$ cat src/rtl/core/fldr_pkg.sv
// Shared types and constants for the fill-light dimmer ramp.
// Used by the step logic, the top level and the port checker; no dependencies.
package fldr_pkg;

	typedef struct packed {
		logic [15:0] light_reading;
		logic [31:0] now_seconds;
		logic        restart_timer;
		logic [3:0]  white_ticks;
		logic [3:0]  red_ticks;
	} item_t;

	typedef struct packed {
		logic [9:0] white_compare;
		logic [9:0] red_compare;
		logic       lamp_on;
		logic [6:0] target_level;
	} result_t;

	typedef struct packed {
		logic        auto_dimming;
		logic        shade_habit;
		logic        auto_switching;
		logic [1:0]  timer_choice;
		logic [1:0]  colour_mode;
		logic [6:0]  manual_brightness;
		logic [15:0] dark_threshold;
		logic        switch_setting;
	} cfg_t;

	typedef struct packed {
		logic        on_state;
		logic [31:0] off_deadline;
		logic        timer_pending;
		logic [6:0]  white_level;
		logic [6:0]  red_level;
		logic [4:0]  white_delay;
		logic [4:0]  red_delay;
	} state_t;

	typedef enum logic [2:0] {
		REG_AUTO_DIMMING      = 3'd0,
		REG_SHADE_HABIT       = 3'd1,
		REG_AUTO_SWITCHING    = 3'd2,
		REG_TIMER_CHOICE      = 3'd3,
		REG_COLOUR_MODE       = 3'd4,
		REG_MANUAL_BRIGHTNESS = 3'd5,
		REG_DARK_THRESHOLD    = 3'd6,
		REG_SWITCH_SETTING    = 3'd7
	} reg_index_t;

	typedef enum logic [1:0] {
		COLOUR_WHITE = 2'd0,
		COLOUR_MIX   = 2'd1,
		COLOUR_RED   = 2'd2
	} colour_t;

	typedef enum logic [1:0] {
		TIMER_NONE = 2'd0,
		TIMER_8H   = 2'd1,
		TIMER_12H  = 2'd2,
		TIMER_16H  = 2'd3
	} timer_t;

	localparam int unsigned CFG_DATA_W = 16;

	localparam logic [31:0] SPAN_8H        = 32'd28800;
	localparam logic [31:0] SPAN_12H       = 32'd43200;
	localparam logic [31:0] SPAN_16H       = 32'd57600;
	localparam logic [31:0] DEADLINE_RESET = 32'd1000;

	localparam logic [6:0] BRIGHT_MAX     = 7'd100;
	localparam logic [6:0] BRIGHT_RESET   = 7'd100;
	localparam logic [9:0] COMPARE_MAX    = 10'd999;
	localparam logic [4:0] DELAY_MAX      = 5'd31;

	// Sun curve: floor((5000 - lux) / 50) by reciprocal 5243 / 2^18.
	localparam logic [15:0] SUN_KNEE   = 16'd5000;
	localparam logic [12:0] SUN_RECIP  = 13'd5243;
	localparam int unsigned SUN_SHIFT  = 18;
	// Shade curve: floor((1000 - lux) / 10) by reciprocal 1639 / 2^14.
	localparam logic [15:0] SHADE_KNEE  = 16'd1000;
	localparam logic [10:0] SHADE_RECIP = 11'd1639;
	localparam int unsigned SHADE_SHIFT = 14;

endpackage

$ cat src/rtl/core/fldr_step.sv
// Combinational work for one beat: brightness choice, channel split, ramps,
// PWM compares and the on/off and deadline rules. Depends on fldr_pkg.
module fldr_step #(
	parameter int unsigned RAMP_DELAY = 5
) (
	input  fldr_pkg::cfg_t    cfg,
	input  fldr_pkg::state_t  state,
	input  fldr_pkg::item_t   item,
	output fldr_pkg::state_t  next_state,
	output fldr_pkg::result_t result
);
	import fldr_pkg::*;

	localparam logic [4:0] RAMP_LIMIT = 5'(RAMP_DELAY);

	function automatic logic [6:0] ramp_step(logic [6:0] level, logic [6:0] target);
		logic [6:0] r;
		r = level;
		if (target > level) begin
			r = level + 7'd1;
		end else if (target < level) begin
			r = level - 7'd1;
		end
		return r;
	endfunction

	// floor(level * 999 / 100) = 10 * level - ceil(level / 100).
	function automatic logic [9:0] pwm_compare(logic [6:0] level);
		logic [10:0] tens;
		logic [10:0] adj;
		tens = (11'(level) << 3) + (11'(level) << 1);
		if (level == 7'd0) begin
			adj = 11'd0;
		end else if (level > BRIGHT_MAX) begin
			adj = 11'd2;
		end else begin
			adj = 11'd1;
		end
		return 10'(tens - adj);
	endfunction

	logic [15:0] lux;
	logic [12:0] sun_diff;
	logic [25:0] sun_prod;
	logic [9:0]  shade_diff;
	logic [20:0] shade_prod;
	logic [6:0]  auto_bright;
	logic [6:0]  bright;
	logic [6:0]  gated;
	logic [6:0]  white_target;
	logic [6:0]  red_target;
	logic [5:0]  white_sum;
	logic [5:0]  red_sum;
	logic [4:0]  white_sat;
	logic [4:0]  red_sat;
	logic        on_switch;
	logic        pending;
	logic        rearm;
	logic [31:0] span;

	assign lux = item.light_reading;

	always_comb begin
		sun_diff   = (lux < SUN_KNEE) ? 13'(SUN_KNEE - lux) : 13'd0;
		shade_diff = (lux < SHADE_KNEE) ? 10'(SHADE_KNEE - lux) : 10'd0;
		sun_prod   = 26'(sun_diff) * 26'(SUN_RECIP);
		shade_prod = 21'(shade_diff) * 21'(SHADE_RECIP);
		auto_bright = cfg.shade_habit ? shade_prod[SHADE_SHIFT +: 7]
		                              : sun_prod[SUN_SHIFT +: 7];
		if (cfg.auto_dimming) begin
			bright = auto_bright;
		end else if (cfg.manual_brightness > BRIGHT_MAX) begin
			bright = BRIGHT_MAX;
		end else begin
			bright = cfg.manual_brightness;
		end
		gated = state.on_state ? bright : 7'd0;
	end

	always_comb begin
		case (cfg.colour_mode)
			COLOUR_WHITE: begin
				white_target = gated;
				red_target   = 7'd0;
			end
			COLOUR_MIX: begin
				white_target = gated >> 1;
				red_target   = gated >> 1;
			end
			COLOUR_RED: begin
				white_target = 7'd0;
				red_target   = gated;
			end
			default: begin
				white_target = 7'd0;
				red_target   = 7'd0;
			end
		endcase
	end

	always_comb begin
		case (cfg.timer_choice)
			TIMER_8H:  span = SPAN_8H;
			TIMER_12H: span = SPAN_12H;
			TIMER_16H: span = SPAN_16H;
			default:   span = 32'd0;
		endcase
	end

	always_comb begin
		next_state = state;

		white_sum = 6'(state.white_delay) + 6'(item.white_ticks);
		white_sat = (white_sum > 6'(DELAY_MAX)) ? DELAY_MAX : white_sum[4:0];
		if (white_sat > RAMP_LIMIT) begin
			next_state.white_level = ramp_step(state.white_level, white_target);
			next_state.white_delay = 5'd0;
		end else begin
			next_state.white_delay = white_sat;
		end

		red_sum = 6'(state.red_delay) + 6'(item.red_ticks);
		red_sat = (red_sum > 6'(DELAY_MAX)) ? DELAY_MAX : red_sum[4:0];
		if (red_sat > RAMP_LIMIT) begin
			next_state.red_level = ramp_step(state.red_level, red_target);
			next_state.red_delay = 5'd0;
		end else begin
			next_state.red_delay = red_sat;
		end

		on_switch = cfg.auto_switching ? (lux <= cfg.dark_threshold) : state.on_state;

		// A freshly armed deadline is never equal to the current time.
		pending = state.timer_pending | item.restart_timer;
		rearm   = pending && (cfg.timer_choice != TIMER_NONE);
		next_state.timer_pending = pending & ~rearm;
		if (rearm) begin
			next_state.off_deadline = item.now_seconds + span;
			next_state.on_state     = on_switch;
		end else begin
			next_state.on_state = (state.off_deadline == item.now_seconds) ? 1'b0
			                                                                : on_switch;
		end

		result.white_compare = pwm_compare(next_state.white_level);
		result.red_compare   = pwm_compare(next_state.red_level);
		result.lamp_on       = next_state.on_state;
		result.target_level  = bright;
	end

endmodule

$ cat src/rtl/core/fill_light_dimmer_ramp.sv
// Fill-light dimmer: ramped white and red PWM compares from light readings.
// Top level with input register, result register and configuration; uses
// fldr_pkg and fldr_step.
//
// The block takes one beat per clock cycle while in_stall is low and returns exactly
// one result beat for each. An accepted beat waits in the input register until the result
// register can take it; its result is then captured there and offered, with all the work
// of a beat done in a single pass between the two registers. The input side keeps
// accepting while a finished result waits, and stalls only when both the input register
// and the result register are full. The user must make configuration writes only while
// no beat is in flight; the block does not enforce this. A write to switch_setting also
// sets the lamp state. In automatic dimming the computed brightness is written back into
// manual_brightness.
module fill_light_dimmer_ramp #(
	parameter int unsigned RAMP_DELAY = 5
) (
	input  logic                                 clk,
	input  logic                                 arst_n,
	input  logic                                 in_valid,
	output logic                                 in_stall,
	input  fldr_pkg::item_t                      in_data,
	output logic                                 out_valid,
	input  logic                                 out_stall,
	output fldr_pkg::result_t                    out_data,
	input  logic                                 cfg_we,
	input  fldr_pkg::reg_index_t                 cfg_index,
	input  logic [fldr_pkg::CFG_DATA_W-1:0]      cfg_data
);
	import fldr_pkg::*;

	cfg_t    cfg_q;
	state_t  state_q;
	state_t  next_state;
	item_t   item_s1;
	logic    valid_s1;
	result_t step_result;
	result_t result_q;
	logic    out_valid_q;
	logic    advance;

	assign advance   = valid_s1 && !(out_valid_q && out_stall);
	assign in_stall  = valid_s1 && out_valid_q && out_stall;
	assign out_valid = out_valid_q;
	assign out_data  = result_q;

	fldr_step #(
		.RAMP_DELAY(RAMP_DELAY)
	) u_step (
		.cfg        (cfg_q),
		.state      (state_q),
		.item       (item_s1),
		.next_state (next_state),
		.result     (step_result)
	);

	always_ff @(posedge clk or negedge arst_n) begin
		if (!arst_n) begin
			valid_s1    <= 1'b0;
			out_valid_q <= 1'b0;
		end else begin
			if (in_valid && !in_stall) begin
				valid_s1 <= 1'b1;
			end else if (advance) begin
				valid_s1 <= 1'b0;
			end
			if (advance) begin
				out_valid_q <= 1'b1;
			end else if (!out_stall) begin
				out_valid_q <= 1'b0;
			end
		end
	end

	always_ff @(posedge clk) begin
		if (in_valid && !in_stall) begin
			item_s1 <= in_data;
		end
		if (advance) begin
			result_q <= step_result;
		end
	end

	always_ff @(posedge clk or negedge arst_n) begin
		if (!arst_n) begin
			cfg_q.auto_dimming      <= 1'b0;
			cfg_q.shade_habit       <= 1'b0;
			cfg_q.auto_switching    <= 1'b0;
			cfg_q.timer_choice      <= TIMER_NONE;
			cfg_q.colour_mode       <= COLOUR_WHITE;
			cfg_q.manual_brightness <= BRIGHT_RESET;
			cfg_q.dark_threshold    <= 16'd0;
			cfg_q.switch_setting    <= 1'b1;
		end else if (cfg_we) begin
			case (cfg_index)
				REG_AUTO_DIMMING:      cfg_q.auto_dimming      <= cfg_data[0];
				REG_SHADE_HABIT:       cfg_q.shade_habit       <= cfg_data[0];
				REG_AUTO_SWITCHING:    cfg_q.auto_switching    <= cfg_data[0];
				REG_TIMER_CHOICE:      cfg_q.timer_choice      <= cfg_data[1:0];
				REG_COLOUR_MODE:       cfg_q.colour_mode       <= cfg_data[1:0];
				REG_MANUAL_BRIGHTNESS: cfg_q.manual_brightness <= cfg_data[6:0];
				REG_DARK_THRESHOLD:    cfg_q.dark_threshold    <= cfg_data[15:0];
				REG_SWITCH_SETTING:    cfg_q.switch_setting    <= cfg_data[0];
				default: ;
			endcase
		end else if (advance && cfg_q.auto_dimming) begin
			cfg_q.manual_brightness <= step_result.target_level;
		end
	end

	always_ff @(posedge clk or negedge arst_n) begin
		if (!arst_n) begin
			state_q.on_state      <= 1'b1;
			state_q.off_deadline  <= DEADLINE_RESET;
			state_q.timer_pending <= 1'b0;
			state_q.white_level   <= 7'd0;
			state_q.red_level     <= 7'd0;
			state_q.white_delay   <= 5'd0;
			state_q.red_delay     <= 5'd0;
		end else if (cfg_we && (cfg_index == REG_SWITCH_SETTING)) begin
			state_q.on_state <= cfg_data[0];
		end else if (advance) begin
			state_q <= next_state;
		end
	end

endmodule

$ cat config.mk
export PLATFORM = sky130hd
export DESIGN_NAME = fill_light_dimmer_ramp
export DESIGN_NICKNAME = d
export VERILOG_FILES = /design/src/rtl/core/fldr_pkg.sv /design/src/rtl/core/fldr_step.sv /design/src/rtl/core/fill_light_dimmer_ramp.sv
export SDC_FILE = /design/constraint.sdc
export NUM_CORES = 1
export LEC_CHECK = 0
export BUFFER_PORTS_ARGS = -buffer_cell sky130_fd_sc_hd__buf_2
export CORE_ASPECT_RATIO = 1.25
export CORE_MARGIN = 5
export CORE_UTILIZATION = 30
export DETAILED_ROUTE_END_ITERATION = 12
export SYNTH_ARGS = -nofsm -noshare
export SYNTH_HDL_FRONTEND = slang
export SYNTH_SLANG_ARGS = --single-unit
$ cat constraint.sdc
create_clock -name clk -period 10.29 [get_ports clk]
set_clock_uncertainty 0.1 [all_clocks]
set_input_delay 0.5145 -clock clk [delete_from_list [all_inputs] [get_ports clk]]
set_output_delay 0.5145 -clock clk [all_outputs]
set_load 0.02 [all_outputs]
==> metrics.cfg <==
[global_route]
grt_pass1_wl_mm=61.04
grt_start_max_net_pins=67
track_usage_pct=13.37
grt_antenna_before_repair=9
grt_pass1_vias=12460
globalRouteOverflowTotal=0

[clock_tree]
tritoncts.num_buffers=17
clock_pin_slew_worst_setup_and_hold_paths_ns=0.08
clk_root_buf=clkbuf_16
clk-insertion-delay-late_ns=0.46
cts.sink_count=175
clock_path_buffers=2
cts_htree_levels=4
tritoncts=done

[finish]
area.growth.synth_to_final_pct=25.52
layout.cell_area.non_filler_mm2=0.01944
utilization_pct=37.88
final_cells=2513
final_net_count=2231
post_route_cells_drive_above_1_share_pct=27.39

[drt]
antenna_violating_nets_post_route=0
detailedRoute.firstIterationViolations=459
drc=0
route.detailed.wl_per_inst_um=15.10
via_count=11870
detail_route.first_pass.iterations=7
wl_mm=37.94
vias_per_cell=4.723

[timing]
setup_viol=0
worst-slew-pin-transition_ns=1.031
rsz0062_at_grt=yes
final-hold-violation-count=0
layout_worst_path_cycle_share_pct=99.61
period_needed_ns=10.25
finalSetupTns_ns=0
final.hold.worst_slack_ns=0.1247
slew_limit_headroom_pct=31.13
slew_violations=0
achievable-frequency_mhz=97.56

[synth]
synth_top_area_share_pct=18.83
seq_area_frac_synth_pct=31.11
synth_edf_count=85
ys_dominant_reg_cell=edfxtp_1
synthesized_cell_area_mm2=0.01549
post_synth_most_frequent_cells=inv_1 (260), ha_1 (233), nand2_1 (120)
synthCells=1558
syn_avg_cell_area_um2=9.940
synth.ff_latch_count=175
synthMostInstantiatedCell=inv_1
synth.lib_cells_used.distinct=79
postSynth.asyncResetShare_pct=51.43
synthesis.nets=1958
yosys_warnings=0
cell_type_with_the_highest_aggregate_area_in_the_netlist=ha_1
ys_top_cells_by_area=ha_1 (19%), edfxtp_1 (16%), dfrtp_1 (13%)

[job]
maxCapViolCount=0

[hold_path]
hold_path.class=in -> reg
worst_hold_path.endpoint=item_s1[46]
hold_path_depth=1
worst_hold_startpoint=in_data[46]

[place]
buffer_ports.inserted=110
globalplace.congestion=0.8702
place.detailed.instances=2428
dp_hpwl_mm=30.46
post_dp_cell_area_mm2=0.01770

[worst_setup_path]
cp_slowest_cell=fa_2
rr_startpoint=item_s1[42]
worstReg2RegEnd=out_data[27]
timing.critical_path.required_ns=10.41
setup.worst_path.end_class=register
critical-path-max-stage-delay_ns=0.61
critical_path_start=item_s1[42]
worst_ep_arrival_time_ns=10.37
rr_worst_depth=53
timing.reg2reg.setup_slack_ns=0.04
category_of_the_critical_setup_timing_path=reg -> reg
critical_path.max_fanout=5
worst_setup_path_start_kind=register
crit_path_frequent_cell=buf_4

[die]
die_height_um=264.0
ios=111
core_region_area_mm2=0.05132
fp.dieW_um=213.2
start_util_pct=30.18
die_area_mm2=0.05629
rows=93

[power_and_ir_drop]
cellPowerDensity_mw_per_mm2=234.6
irDropWorstVdd_mv=0.2444
total_leakage_power_nw=9.494

[status]
result_of_the_run=complete, no violations

==> critical path: cells and delay by family, from the launching register on <==
family                   cells  cell delay [ns]
XOR/XNOR                     4             0.52
AND/OR/NAND/NOR             12             1.56
buffers and inverters       11             1.31
adder cells (fa/ha/maj)     10             3.72
AO/OA/AOI/OAI               16             2.38
flip-flops                   1             0.42
==> sequential cells by signal, summed over array words and instances (netlist names) <==
register and flops:
item_s1 57, cfg_q 30, out_valid 1, out_data 28
valid_s1 1, state_q 58
==> report_power, final <==
part	leakage, nW	internal, mW	switching [mW]
Sequential	1.90	1.07	0.148
Clock	0.270	0.317	0.311
Combinational	7.32	1.31	1.40
==> cells by family after synthesis <==
family,count (synthesis),share of synthesized area (%)
multiplexers,32,2.287
XOR/XNOR,122,6.900
buffers and inverters,289,7.158
AO/OA/AOI/OAI,269,11.35
adder cells (fa/ha/maj),319,29.94
AND/OR/NAND/NOR,352,11.25
flip-flops,175,31.11
==> worst max path at each step <==
stage / end
global route: out_data[17]
detailed placement: out_data[17]
CTS: out_data[17]
floorplan: out_data[17]
global placement: out_data[17]
finish: out_data[27]
==> cell usage in the layout, fill, tap and decap left out, types with 7 or more instances in the layout <==
cell,count
and3_1,9
xnor2_2,10
dfstp_2,10
a21oi_2,18
nand4_1,22
clkbuf_16,17
xor2_1,31
xnor2_1,81
o21ai_0,66
a21oi_1,49
nand3_1,27
nor3_1,19
mux2_2,27
o21ai_1,9
buf_4,163
o21a_1,13
ha_4,20
and4_1,7
a21o_1,22
nor2b_1,15
o21ai_2,9
nor4_1,9
fa_1,79
ha_1,206
inv_2,18
nor2_1,55
edfxtp_1,85
inv_1,242
nand2_1,115
fa_2,7
dfrtp_1,80
buf_2,109
ha_2,7
o22ai_1,10
o21bai_1,12
nand2b_1,8
==> metal layers <==
layer  vias up  global-route usage (%)  part of all wire (%)
met5         -                       0                  0.14
met1      5737                   15.41                    40
li1       5871                       -                     -
met2       189                   24.57                    54
met4         8                   4.367                   2.3
met3        64                   2.673                   3.4
==> layout make-up <==
class                   instances  area (um^2)
clock inverters                15        126.4
multi-input cells            1094        10340
well taps                     665        832.0
inverters                     262        985.9
flip-flops and latches        175         4817
repair buffers                281         1896
fillers                      5020        31880
clock buffers                  17        425.4
diodes                          4        10.01
==> repair_timing <==
item	CTS	global route
hold buffers	1	0
buffers inserted	20	28
gates resized for setup	56	105
pin swaps	43	107
endpoints found under the setup margin	7	10
endpoints found under the hold margin	23	0
==> stage by stage <==
stage	power [mW]	setup slack, ns
4_1_cts	4.424	0.007891
2_1_floorplan	2.897	0.003435
6_report	4.560	0.04009
3_3_place_gp	3.626	-0.1846
5_1_grt	4.963	-0.3996
3_5_place_dp	3.687	-0.3686
Note: power is estimated with default switching activity, not from simulation.
